<file path="src/sv/fem_pkg.sv">
// ----------------------------------------------------------------------------
// fem_pkg
// Shared types and constants of the flow export message builder.
// ----------------------------------------------------------------------------
`default_nettype none

package fem_pkg;

    localparam int ADDRESS_BITS_DEF = 16;
    localparam logic [15:0] CAPACITY_RESET = 16'hFFFF;
    localparam int BODY_BYTES = 20;
    localparam int QUEUE_DEPTH = 2;

    localparam logic [2:0] MODE_BEGIN = 3'd0;
    localparam logic [2:0] MODE_TMPL_HDR = 3'd1;
    localparam logic [2:0] MODE_TMPL_FIELD = 3'd2;
    localparam logic [2:0] MODE_SET_BEGIN = 3'd3;
    localparam logic [2:0] MODE_DATA_BYTE = 3'd4;
    localparam logic [2:0] MODE_SET_END = 3'd5;
    localparam logic [2:0] MODE_FINISH = 3'd6;

    localparam logic [15:0] VERSION_V9 = 16'd9;
    localparam logic [15:0] VERSION_IPFIX = 16'd10;
    localparam logic [15:0] TMPL_SET_ID_V9 = 16'd0;
    localparam logic [15:0] TMPL_SET_ID_IPFIX = 16'd2;
    localparam logic [15:0] MIN_DATA_SET_ID = 16'd256;
    localparam logic [15:0] COUNT_OFFSET = 16'd2;

    // running header length after each header word
    localparam logic [4:0] HDR_BOUND [6] = '{5'd2, 5'd4, 5'd8, 5'd12, 5'd16, 5'd20};

    // write plan of one item: pad run, set-length patch, body run, final patch
    typedef struct packed {
        logic [15:0]  pad_addr;
        logic [1:0]   pad_n;
        logic         pa_en;
        logic [15:0]  pa_addr;
        logic [15:0]  pa_val;
        logic [15:0]  body_addr;
        logic [4:0]   body_n;
        logic [159:0] body;
        logic         pb_en;
        logic [15:0]  pb_addr;
        logic [15:0]  pb_val;
        logic         ok;
        logic [15:0]  mlen;
    } t_desc;

endpackage

`default_nettype wire

</file>
<file path="src/sv/fem_front.sv">
// ----------------------------------------------------------------------------
// fem_front
// Decodes command items, keeps the builder state, emits one write plan each.
// ----------------------------------------------------------------------------
`default_nettype none

module fem_front #(
    parameter int ADDRESS_BITS = fem_pkg::ADDRESS_BITS_DEF
) (
    input  wire logic          i_clk,
    input  wire logic          i_rst_n,
    input  wire logic [15:0]   i_cap,
    input  wire logic          i_take,
    input  wire logic [2:0]    i_mode,
    input  wire logic          i_use_ipfix,
    input  wire logic [31:0]   i_header_word_0,
    input  wire logic [31:0]   i_header_word_1,
    input  wire logic [31:0]   i_header_word_2,
    input  wire logic [31:0]   i_header_word_3,
    input  wire logic [15:0]   i_id_or_type,
    input  wire logic [15:0]   i_count_or_length,
    input  wire logic [7:0]    i_data_value,
    input  wire logic          i_record_first,
    input  wire logic          i_record_last,
    output fem_pkg::t_desc     o_desc
);

    localparam int AB = ADDRESS_BITS;
    localparam logic [16:0] ADDR_LIM = 17'((17'd1 << AB) - 17'd1);

    logic [AB-1:0] r_wp, n_wp;
    logic [AB-1:0] r_dss, n_dss;
    logic [AB-1:0] r_tss, n_tss;
    logic          r_open, n_open;
    logic [15:0]   r_tfl, n_tfl;
    logic [15:0]   r_rt, n_rt;
    logic          r_ipf, n_ipf;
    logic          r_err, n_err;

    logic [16:0]   capx;
    logic [AB-1:0] diff;
    logic [1:0]    pad_len;
    logic          cl_fail;
    logic          cl_err;
    logic [AB-1:0] cl_wp;
    logic          do_close;
    logic [AB-1:0] base_wp;
    logic          base_err;
    logic [2:0]    nfit;
    logic [2:0]    k;
    logic [2:0]    kb;
    logic [2:0]    nw;
    logic [4:0]    bn;
    logic          e;

    assign capx = ({1'b0, i_cap} < ADDR_LIM) ? {1'b0, i_cap} : ADDR_LIM;

    // closing an open data set: v9 pad to 4 octets, then patch set length
    always_comb begin
        diff = r_wp - r_dss;
        pad_len = r_ipf ? 2'd0 : 2'(2'd0 - diff[1:0]);
        cl_fail = !r_ipf && (17'(r_wp) + 17'(pad_len) > capx);
        cl_err = r_err || cl_fail;
        cl_wp = cl_err ? r_wp : r_wp + AB'(pad_len);
    end

    always_comb begin
        unique case (i_mode)
            fem_pkg::MODE_TMPL_HDR:   do_close = r_open && (i_count_or_length != 16'd0);
            fem_pkg::MODE_SET_BEGIN:  do_close = r_open
                                        && (i_id_or_type >= fem_pkg::MIN_DATA_SET_ID);
            fem_pkg::MODE_SET_END:    do_close = r_open;
            fem_pkg::MODE_FINISH:     do_close = r_open;
            default:                  do_close = 1'b0;
        endcase
        base_wp = do_close ? cl_wp : r_wp;
        base_err = do_close ? cl_err : r_err;
    end

    // how many two-octet puts fit from base_wp (monotone)
    always_comb begin
        nfit = 3'd0;
        for (int i = 1; i <= 4; i++) begin
            if (17'(base_wp) + 17'(2 * i) <= capx) begin
                nfit = 3'(i);
            end
        end
    end

    always_comb begin
        n_wp = r_wp;
        n_dss = r_dss;
        n_tss = r_tss;
        n_open = r_open;
        n_tfl = r_tfl;
        n_rt = r_rt;
        n_ipf = r_ipf;
        n_err = r_err;
        o_desc = '0;
        k = 3'd0;
        kb = 3'd0;
        nw = 3'd0;
        bn = 5'd0;
        e = 1'b0;

        if (do_close) begin
            o_desc.pad_addr = 16'(r_wp);
            o_desc.pad_n = cl_err ? 2'd0 : pad_len;
            o_desc.pa_en = !cl_err;
            o_desc.pa_addr = 16'(r_dss) + 16'd2;
            o_desc.pa_val = 16'(cl_wp - r_dss);
            n_open = 1'b0;
            n_err = cl_err;
            n_wp = cl_wp;
        end

        unique case (i_mode)
            fem_pkg::MODE_BEGIN: begin
                n_dss = '0;
                n_tss = '0;
                n_open = 1'b0;
                n_tfl = '0;
                n_rt = '0;
                n_ipf = i_use_ipfix;
                nw = i_use_ipfix ? 3'd5 : 3'd6;
                for (int i = 0; i < 6; i++) begin
                    if (3'(i) < nw && 17'(fem_pkg::HDR_BOUND[i]) <= capx) begin
                        kb = 3'(i + 1);
                        bn = fem_pkg::HDR_BOUND[i];
                    end
                end
                o_desc.body = {i_use_ipfix ? fem_pkg::VERSION_IPFIX : fem_pkg::VERSION_V9,
                               16'd0, i_header_word_0, i_header_word_1,
                               i_header_word_2, i_header_word_3};
                o_desc.body_addr = '0;
                o_desc.body_n = bn;
                n_wp = AB'(bn);
                n_err = kb < nw;
                o_desc.ok = !(kb < nw);
            end
            fem_pkg::MODE_TMPL_HDR: begin
                if (i_count_or_length != 16'd0) begin
                    k = base_err ? 3'd0 : nfit;
                    n_tss = base_wp;
                    o_desc.body = {r_ipf ? fem_pkg::TMPL_SET_ID_IPFIX : fem_pkg::TMPL_SET_ID_V9,
                                   16'd0, i_id_or_type, i_count_or_length, 96'd0};
                    o_desc.body_addr = 16'(base_wp);
                    o_desc.body_n = {k, 1'b0};
                    n_wp = base_wp + AB'({k, 1'b0});
                    n_err = base_err || (k < 3'd4);
                    n_tfl = i_count_or_length;
                    n_rt = r_rt + 16'd1;
                    o_desc.ok = !(base_err || (k < 3'd4));
                end
            end
            fem_pkg::MODE_TMPL_FIELD: begin
                if (r_tfl != 16'd0) begin
                    k = base_err ? 3'd0 : ((nfit > 3'd2) ? 3'd2 : nfit);
                    e = base_err || (k < 3'd2);
                    o_desc.body = {i_id_or_type, i_count_or_length, 128'd0};
                    o_desc.body_addr = 16'(base_wp);
                    o_desc.body_n = {k, 1'b0};
                    n_wp = base_wp + AB'({k, 1'b0});
                    n_err = e;
                    n_tfl = r_tfl - 16'd1;
                    if (r_tfl == 16'd1 && !e) begin
                        o_desc.pb_en = 1'b1;
                        o_desc.pb_addr = 16'(r_tss) + 16'd2;
                        o_desc.pb_val = 16'(base_wp + AB'({k, 1'b0}) - r_tss);
                    end
                    o_desc.ok = !e;
                end
            end
            fem_pkg::MODE_SET_BEGIN: begin
                if (i_id_or_type >= fem_pkg::MIN_DATA_SET_ID) begin
                    k = base_err ? 3'd0 : ((nfit > 3'd2) ? 3'd2 : nfit);
                    e = base_err || (k < 3'd2);
                    n_dss = base_wp;
                    n_open = 1'b1;
                    o_desc.body = {i_id_or_type, 16'd0, 128'd0};
                    o_desc.body_addr = 16'(base_wp);
                    o_desc.body_n = {k, 1'b0};
                    n_wp = base_wp + AB'({k, 1'b0});
                    n_err = e;
                    o_desc.ok = !e;
                end
            end
            fem_pkg::MODE_DATA_BYTE: begin
                if (r_open && !(i_record_first && i_count_or_length == 16'd0)) begin
                    e = r_err || (i_record_first
                                  && (17'(r_wp) + 17'(i_count_or_length) > capx));
                    if (!e) begin
                        if (17'(r_wp) + 17'd1 > capx) begin
                            e = 1'b1;
                        end else begin
                            o_desc.body = {i_data_value, 152'd0};
                            o_desc.body_addr = 16'(r_wp);
                            o_desc.body_n = 5'd1;
                            n_wp = r_wp + AB'(1);
                        end
                    end
                    n_err = e;
                    if (i_record_last && !e) begin
                        n_rt = r_rt + 16'd1;
                    end
                    o_desc.ok = !e;
                end
            end
            fem_pkg::MODE_SET_END: begin
                o_desc.ok = r_open && !cl_err;
            end
            fem_pkg::MODE_FINISH: begin
                if (!base_err) begin
                    o_desc.pb_en = 1'b1;
                    o_desc.pb_addr = fem_pkg::COUNT_OFFSET;
                    o_desc.pb_val = r_ipf ? 16'(base_wp) : r_rt;
                    o_desc.mlen = 16'(base_wp);
                    o_desc.ok = 1'b1;
                end
            end
            default: begin
            end
        endcase
    end

    always_ff @(posedge i_clk) begin
        if (!i_rst_n) begin
            r_wp <= '0;
            r_dss <= '0;
            r_tss <= '0;
            r_open <= 1'b0;
            r_tfl <= '0;
            r_rt <= '0;
            r_ipf <= 1'b0;
            r_err <= 1'b0;
        end else if (i_take) begin
            r_wp <= n_wp;
            r_dss <= n_dss;
            r_tss <= n_tss;
            r_open <= n_open;
            r_tfl <= n_tfl;
            r_rt <= n_rt;
            r_ipf <= n_ipf;
            r_err <= n_err;
        end
    end

endmodule

`default_nettype wire

</file>
<file path="src/sv/fem_queue.sv">
// ----------------------------------------------------------------------------
// fem_queue
// Short queue of write plans between the decoder and the serializer.
// ----------------------------------------------------------------------------
`default_nettype none

module fem_queue (
    input  wire logic       i_clk,
    input  wire logic       i_rst_n,
    input  wire logic       i_push,
    input  fem_pkg::t_desc  i_desc,
    input  wire logic       i_pop,
    output logic            o_full,
    output logic            o_empty,
    output fem_pkg::t_desc  o_head
);

    fem_pkg::t_desc r_mem [fem_pkg::QUEUE_DEPTH];
    logic           r_wr, r_rd;
    logic [1:0]     r_count;

    assign o_full = r_count == 2'(fem_pkg::QUEUE_DEPTH);
    assign o_empty = r_count == 2'd0;
    assign o_head = r_mem[r_rd];

    always_ff @(posedge i_clk) begin
        if (i_push) begin
            r_mem[r_wr] <= i_desc;
        end
    end

    always_ff @(posedge i_clk) begin
        if (!i_rst_n) begin
            r_wr <= 1'b0;
            r_rd <= 1'b0;
            r_count <= 2'd0;
        end else begin
            if (i_push) begin
                r_wr <= !r_wr;
            end
            if (i_pop) begin
                r_rd <= !r_rd;
            end
            if (i_push && !i_pop) begin
                r_count <= r_count + 2'd1;
            end else if (!i_push && i_pop) begin
                r_count <= r_count - 2'd1;
            end
        end
    end

endmodule

`default_nettype wire

</file>
<file path="src/sv/fem_back.sv">
// ----------------------------------------------------------------------------
// fem_back
// Walks a write plan one result per cycle into the output register while the output is not stalled.
// ----------------------------------------------------------------------------
`default_nettype none

module fem_back (
    input  wire logic        i_clk,
    input  wire logic        i_rst_n,
    input  wire logic        i_have,
    input  fem_pkg::t_desc   i_desc,
    output logic             o_pop,
    input  wire logic        i_out_stall,
    output logic             o_out_valid,
    output logic             o_write_valid,
    output logic [15:0]      o_write_address,
    output logic [7:0]       o_write_byte,
    output logic             o_op_ok,
    output logic [15:0]      o_message_length,
    output logic             o_last
);

    logic [4:0]  r_k;
    logic        r_ov;
    logic        r_wv;
    logic [15:0] r_addr;
    logic [7:0]  r_byte;
    logic        r_ok;
    logic [15:0] r_mlen;
    logic        r_last;

    logic        load;
    logic [4:0]  pa2, pb2, total;
    logic [4:0]  k2, k3, k4;
    logic        is_last;
    logic [15:0] n_addr;
    logic [7:0]  n_byte;

    assign pa2 = i_desc.pa_en ? 5'd2 : 5'd0;
    assign pb2 = i_desc.pb_en ? 5'd2 : 5'd0;
    assign total = 5'(i_desc.pad_n) + pa2 + i_desc.body_n + pb2;
    assign is_last = (total == 5'd0) || (r_k == total - 5'd1);
    assign load = i_have && (!r_ov || !i_out_stall);
    assign o_pop = load && is_last;

    always_comb begin
        k2 = r_k - 5'(i_desc.pad_n);
        k3 = k2 - pa2;
        k4 = k3 - i_desc.body_n;
        n_addr = '0;
        n_byte = '0;
        if (total == 5'd0) begin
            n_addr = '0;
        end else if (r_k < 5'(i_desc.pad_n)) begin
            n_addr = i_desc.pad_addr + 16'(r_k);
        end else if (k2 < pa2) begin
            n_addr = i_desc.pa_addr + 16'(k2[0]);
            n_byte = k2[0] ? i_desc.pa_val[7:0] : i_desc.pa_val[15:8];
        end else if (k3 < i_desc.body_n) begin
            n_addr = i_desc.body_addr + 16'(k3);
            for (int i = 0; i < fem_pkg::BODY_BYTES; i++) begin
                if (k3 == 5'(i)) begin
                    n_byte = i_desc.body[159 - 8 * i -: 8];
                end
            end
        end else begin
            n_addr = i_desc.pb_addr + 16'(k4[0]);
            n_byte = k4[0] ? i_desc.pb_val[7:0] : i_desc.pb_val[15:8];
        end
    end

    always_ff @(posedge i_clk) begin
        if (!i_rst_n) begin
            r_k <= '0;
            r_ov <= 1'b0;
        end else if (load) begin
            r_ov <= 1'b1;
            r_k <= is_last ? 5'd0 : r_k + 5'd1;
        end else if (!i_out_stall) begin
            r_ov <= 1'b0;
        end
    end

    always_ff @(posedge i_clk) begin
        if (load) begin
            r_wv <= total != 5'd0;
            r_addr <= n_addr;
            r_byte <= n_byte;
            r_ok <= is_last && i_desc.ok;
            r_mlen <= is_last ? i_desc.mlen : 16'd0;
            r_last <= is_last;
        end
    end

    assign o_out_valid = r_ov;
    assign o_write_valid = r_wv;
    assign o_write_address = r_addr;
    assign o_write_byte = r_byte;
    assign o_op_ok = r_ok;
    assign o_message_length = r_mlen;
    assign o_last = r_last;

endmodule

`default_nettype wire

</file>
<file path="src/sv/flow_export_message_builder.sv">
// ----------------------------------------------------------------------------
// flow_export_message_builder
// NetFlow v9 / IPFIX message builder: turns command items into buffer writes.
// ----------------------------------------------------------------------------
// An accepted item's plan is written into the plan queue, then loaded into the
//   output register. One result per cycle while i_out_stall is low; an item with
//   n writes gives max(n,1) results, so data bytes stream at 1 per cycle.
// The decoder takes an item per cycle while the 2-entry plan queue has room.
// Reset (i_rst_n low, synchronous) clears all builder state, empties the
//   queue and sets the capacity register to 65535.
`default_nettype none

module flow_export_message_builder #(
    parameter int ADDRESS_BITS = fem_pkg::ADDRESS_BITS_DEF
) (
    input  wire logic        i_clk,
    input  wire logic        i_rst_n,
    // configuration: buffer capacity
    input  wire logic        i_cfg_we,
    input  wire logic [15:0] i_cfg_data,
    // command items
    input  wire logic        i_in_valid,
    output logic             o_in_stall,
    input  wire logic [2:0]  i_mode,
    input  wire logic        i_use_ipfix,
    input  wire logic [31:0] i_header_word_0,
    input  wire logic [31:0] i_header_word_1,
    input  wire logic [31:0] i_header_word_2,
    input  wire logic [31:0] i_header_word_3,
    input  wire logic [15:0] i_id_or_type,
    input  wire logic [15:0] i_count_or_length,
    input  wire logic [7:0]  i_data_value,
    input  wire logic        i_record_first,
    input  wire logic        i_record_last,
    // result items
    output logic             o_out_valid,
    input  wire logic        i_out_stall,
    output logic             o_write_valid,
    output logic [15:0]      o_write_address,
    output logic [7:0]       o_write_byte,
    output logic             o_op_ok,
    output logic [15:0]      o_message_length,
    output logic             o_last
);

    logic [15:0]    r_cap;
    logic           take;
    logic           q_full, q_empty, q_pop;
    fem_pkg::t_desc f_desc, q_head;

    always_ff @(posedge i_clk) begin
        if (!i_rst_n) begin
            r_cap <= fem_pkg::CAPACITY_RESET;
        end else if (i_cfg_we) begin
            r_cap <= i_cfg_data;
        end
    end

    // the front stalls only when the plan queue is full
    assign o_in_stall = q_full;
    assign take = i_in_valid && !q_full;

    // front: decode, capacity checks, state update, one plan per item
    fem_front #(.ADDRESS_BITS(ADDRESS_BITS)) u_front (
        .i_clk             (i_clk),
        .i_rst_n           (i_rst_n),
        .i_cap             (r_cap),
        .i_take            (take),
        .i_mode            (i_mode),
        .i_use_ipfix       (i_use_ipfix),
        .i_header_word_0   (i_header_word_0),
        .i_header_word_1   (i_header_word_1),
        .i_header_word_2   (i_header_word_2),
        .i_header_word_3   (i_header_word_3),
        .i_id_or_type      (i_id_or_type),
        .i_count_or_length (i_count_or_length),
        .i_data_value      (i_data_value),
        .i_record_first    (i_record_first),
        .i_record_last     (i_record_last),
        .o_desc            (f_desc)
    );

    fem_queue u_queue (
        .i_clk   (i_clk),
        .i_rst_n (i_rst_n),
        .i_push  (take),
        .i_desc  (f_desc),
        .i_pop   (q_pop),
        .o_full  (q_full),
        .o_empty (q_empty),
        .o_head  (q_head)
    );

    // back: expands a plan into pad, patch, body and patch writes
    fem_back u_back (
        .i_clk            (i_clk),
        .i_rst_n          (i_rst_n),
        .i_have           (!q_empty),
        .i_desc           (q_head),
        .o_pop            (q_pop),
        .i_out_stall      (i_out_stall),
        .o_out_valid      (o_out_valid),
        .o_write_valid    (o_write_valid),
        .o_write_address  (o_write_address),
        .o_write_byte     (o_write_byte),
        .o_op_ok          (o_op_ok),
        .o_message_length (o_message_length),
        .o_last           (o_last)
    );

endmodule

`default_nettype wire
</file>
<file path="config.mk">
export PLATFORM = sky130hd
export DESIGN_NAME = flow_export_message_builder
export DESIGN_NICKNAME = d
export VERILOG_FILES = /design/src/sv/fem_pkg.sv /design/src/sv/fem_front.sv /design/src/sv/fem_queue.sv /design/src/sv/fem_back.sv /design/src/sv/flow_export_message_builder.sv
export SDC_FILE = /design/constraint.sdc
export NUM_CORES = 2
export LEC_CHECK = 0
export CAP_MARGIN = 0
export CORE_MARGIN = 2
export CORE_UTILIZATION = 50
export CTS_CLUSTER_DIAMETER = 30
export CTS_CLUSTER_SIZE = 14
export DETAILED_ROUTE_END_ITERATION = 6
export DONT_BUFFER_PORTS = 1
export SETUP_SLACK_MARGIN = 0.4
export SKIP_LAST_GASP = 1
export SLEW_MARGIN = 10
export SYNTH_ARGS = -nofsm -noshare
export SYNTH_HDL_FRONTEND = slang
export SYNTH_SLANG_ARGS = --single-unit
</file>
<file path="constraint.sdc">
create_clock -name i_clk -period 34.7 [get_ports i_clk]
set_input_delay 6.94 -clock i_clk [delete_from_list [all_inputs] [get_ports i_clk]]
set_output_delay 6.94 -clock i_clk [all_outputs]
set_load 0.01 [all_outputs]
</file>
* Yosys cells after proc, flatten, opt, wreduce, memory -nomap -nowiden
Memories as Yosys holds them, arrays and structs flattened. A register that Yosys moved wholly into a read port is not among the register bits.
Cells that the tools add are included.
** Cells by class
- Equal/unequal tests :: 34
- Add/sub/neg operators :: 33
- Magnitude comparators :: 28
- Mux-type cells :: 115
- Reduce and logical (&&, ||, !) cells :: 62
** Operator list (number)
- 181-bit two-way mux :: 5
- 181-bit one-hot mux with 5 select lines :: 1
- 16-bit two-way mux :: 21
- 215-bit two-way mux :: 1
- 8-bit two-way mux :: 24
- 16-bit one-hot mux with 3 select lines :: 2
- 16-bit one-hot mux with 5 select lines :: 1
- 17-bit <= comparator :: 4
- 33-bit one-hot mux with 2 select lines :: 1
- 16-bit one-hot mux with 2 select lines :: 2
- 17-bit greater-than comparator :: 3
- 51-bit two-way mux :: 1
- 50-bit two-way mux :: 1
- 5-bit by 4-bit == test with 1-bit output, second input constant :: 8
- 16-bit by 3-bit adder with 17-bit output, second input constant :: 2
- 4-bit by 17-bit <= comparator with 1-bit output, first input constant :: 2
- 5-bit by 17-bit <= comparator with 1-bit output, first input constant :: 2
- 33-bit two-way mux :: 1
- 16-bit by 1-bit adder with 16-bit output :: 2
- 16-bit by 1-bit adder with 16-bit output, second input constant :: 2
- 16-bit by 2-bit adder with 16-bit output, second input constant :: 2
- 16-bit by 4-bit adder with 16-bit output :: 2
- 16-bit by 5-bit adder with 16-bit output :: 2
- 16-bit nonzero test :: 2
- 66 further kinds :: 178
** Word-level totals
- Register bits after elaboration :: 152
- Memories :: 1
- Output and inout bits :: 45
- Memory bits (writable) :: 564
** Memory list
- u_queue.r_mem :: depth 2, width 282, read ports 1, clocked after Yosys merged registers in 1, write ports 1, line fem_queue.sv:18 : fem_pkg::t_desc r_mem [fem_pkg::QUEUE_DEPTH];

* Depth between registers and ports, before layout
- Depth in word-level cells :: 25
- Gate-level depth with buffers :: 55
- Gate-level depth less buffers :: 52

* Hierarchy
Synthesis repeated with hierarchy kept, for this count alone.
** Unflattened totals
- Cell total of the unflattened synthesis :: 3856
- Area total of the unflattened synthesis :: 42276.8 µm²
** By module, submodules not included
- fem_queue :: sequential area each 17036.3 µm², cells an instance 899, times used 1, area an instance 20744.9 µm²
- fem_front :: sequential area each 1661.6 µm², cells an instance 2099, times used 1, area an instance 14627.8 µm²
- fem_back :: sequential area each 1411.4 µm², cells an instance 804, times used 1, area an instance 6313.6 µm²
- flow_export_message_builder :: sequential area each 320.3 µm², cells an instance 54, times used 1, area an instance 590.6 µm²

* Worst setup path after synthesis
Ideal clock, no wire load.
- Path kind :: in2reg
- From :: input port i_in_valid
- To :: memory u_queue.r_mem[0][0] (netlist name), enable pin
- Data required time :: 33768 ps
- Stages :: 4
- Slack :: 14649 ps
- Setup time :: 932 ps
- Data arrival time :: 19119 ps
- Cell sequence :: nand2_1 clkbuf_1 clkbuf_1 nor2_1
** Between the ends
- Cells in the longest elaborated chain, start to end :: 3
** RTL lines
- start, declared :: line flow_export_message_builder.sv:22 : input wire logic i_in_valid,
- 1-bit logical AND :: line flow_export_message_builder.sv:61 : assign take = i_in_valid && !q_full;
- 1-bit two-way mux :: line fem_queue.sv:27 : if (i_push) begin
- 1-bit two-way mux (not written as such) :: line fem_queue.sv:28 : r_mem[r_wr] <= i_desc;
- end, declared :: line fem_queue.sv:18
No other way between the ends.

==> impl_metrics.ini <==
[status]
status = finished, final reports clean

[cells_and_area]
largest_reg_flops = 564
regMostFlops = u_queue.r_mem
final_core_util = 0.5836
layout.cells.most_common = edfxtp_1
final_cell_mix = edfxtp_1, nor2_1, nand2_1
fill_cells = 6706
fin_nets = 4211
drive_gt1_frac = 0.1067
area_growth_pct = 15.37
stdcell_area_sq_mm = 0.04708

[power]
powerDensity_mw_per_mm2 = 85.69
leakagePower_nw = 16.98
ir_drop_v = 0.00006903

[detailed_routing]
viasPerCell = 6.270
routedWlPerCell_um = 27.29
drt_iter0_markers = 3062
wl_um = 136100
drc = 0
vias = 31269
postRouteAntennaNets = 0
drtPass1Iterations = 6

[floorplanning]
die_h_um = 289.7
dieWidth_um = 289.7
core.rowCount = 104
die-area_sq_mm = 0.08392
ioPinCount = 240
core_area_sq_mm = 0.08068
start_util = 0.5058

[sta]
hold_ws_ns = 0.4730
setup_viol = 0
max-slew-margin-rel = 0.2552
fmax_mhz = 60.41
period_minus_slack_ns = 16.55
tns_ns = 0
finalHoldViolations = 0
worstMarginPinSlew_ns = 1.117
layout_setup_ws_ns = 18.15
rsz0062_at_grt = no
post-route-period-util = 0.4770
finalMaxSlewViolations = 0
finalClockSkew_ns = 0.06547

[global_routing]
overflow = 0
grt_pass1_wl_um = 198200
groute.usage.overall = 0.3209
grt_max_degree = 159
first_global_vias = 30994
antenna_found_initial = 10

[synth]
synth.distinct_cells = 94
synth_warnings = 0
ys.flop_type = edfxtp_1
synth_seq_cells = 717
synth_nets = 4193
mappedNetlistArea_sq_mm = 0.04081
synthCells = 3784
synth_edf_count = 607
syn_avg_cell_area_sq_um = 10.78
synthArstFlopShare = 0
synth_seq_area_share = 0.5006

[cts]
cts_hold_buf = 0
cts_tree = done
h-tree-depth = 4
clkTransAtPathRegs_ns = 0.05
clk_latency_ns = 0.74
cts_buffer_depth = 3
cts_resized = 0
clk_root_buffer_cell = clkbuf_16
cts_sinks = 717
cts_inserted_buffers = 144
post-cts-setup-buffers = 0

[setup_path]
worstSetupStartpointType = input port
critPathArrivalTime_ns = 16.98
crit_path_top_delay_cell = nor4_1
path_max_fanout = 34
worstSetupPathType = in2reg
worstSetupEndpointType = flop
max_stage_delay_ns = 0.88
worstPathRequired_ns = 35.13

[place]
gp_congestion = 1.019
port_buffers = 0
placed_area_sq_mm = 0.04199
post-dp-hpwl_um = 97550
pre_cts_ws_ns = 17.61

[flow_run]
drv_cap = 0

[worst_hold_path]
hold_path.class = reg2reg
routing by layer:
metal,part of all wire,track usage,wire [um],vias up
li1,-,-,-,14143
met1,0.41,0.4155,56170,15444
met2,0.47,0.5213,63480,1335
met3,0.072,0.06201,9746,345
met4,0.049,0.1496,6657,2
met5,0.000096,0,13,-
synthesized netlist by cell type, types with 35 or more instances:
library cell,number,area (sq um)
a21o_1,41,307.8
a21oi_1,201,1006
and2_1,133,832.1
and3_1,56,350.3
clkbuf_1,138,518.0
dfxtp_1,110,2202
edfxtp_1,607,18230
ha_1,203,2540
inv_1,119,446.7
mux2_2,39,439.2
mux2i_1,166,1662
nand2_1,291,1092
nand3_1,95,475.5
nand4_1,37,231.5
nor2_1,322,1209
nor2b_1,54,337.8
nor3_1,74,370.4
o211ai_1,56,420.4
o21ai_0,165,825.8
o22ai_1,35,219.0
xnor2_1,161,1410
xor2_1,82,718.2
report_power, final:
group          switching (mW)  internal (mW)  total, mW  leakage (nW)
Clock                   0.479          0.941       1.42          2.43
Sequential             0.0804           1.12       1.20          6.76
Combinational           0.931          0.480       1.41          7.79
critical path, delay by kind of cell:
kind                       cells  cell delay (ns)
buffers and inverters          2             0.14
and+or+nand+nor               10             2.68
xor gates and xnor gates       4             1.49
AOI/OAI and AO/OA             17             4.18
adders and majority gates      5             1.52
path summary, 6_finish.rpt:
check,startpoint,endpoint,slack [ns],cells past startpoint
min,u_front.r_tfl[15],u_front.r_tfl[15],0.47,2
min reg2reg,u_front.r_tfl[15],u_front.r_tfl[15],0.47,2
max reg2reg,u_front.r_wp[1],u_queue.r_mem[1][32],21.74,49
max,i_id_or_type[11],u_queue.r_mem[1][32],18.15,38
cell families (layout without fill, tap and decap cells):
| logic type | count (synthesis) | after routing | synth area share |
|---|---|---|---|
| simple gates | 1214 | 1214 | 0.1464 |
| compound gates | 834 | 834 | 0.1344 |
| flops | 717 | 717 | 0.5006 |
| buf+inv | 328 | 462 | 0.03179 |
| xor+xnor | 245 | 245 | 0.05325 |
| mux | 231 | 231 | 0.06582 |
| fa+ha+maj | 214 | 214 | 0.06763 |
| other cells | 1 | 10 | 0.00009189 |
metrics by stage:
stage	total power [mW]	std cells
2_1_floorplan	2.168	3784
3_3_place_gp	2.592	4716
3_5_place_dp	2.618	4716
4_1_cts	4.052	4978
5_1_grt	4.217	4982
6_report	4.035	4987
area by class of cell:
class | instances | area, sq um | share of cell area
antenna | 9 | 22.52 | 0.0004783
inverter | 124 | 465.4 | 0.009886
timing repair buffer | 76 | 595.6 | 0.01265
clock inverter | 105 | 1416 | 0.03008
clock buffer | 157 | 3652 | 0.07757
tap | 1060 | 1326 | 0.02817
multi-input combinational | 2739 | 19170 | 0.4072
sequential | 717 | 20430 | 0.4340
No activity file was read; power rests on OpenSTA's default activity.
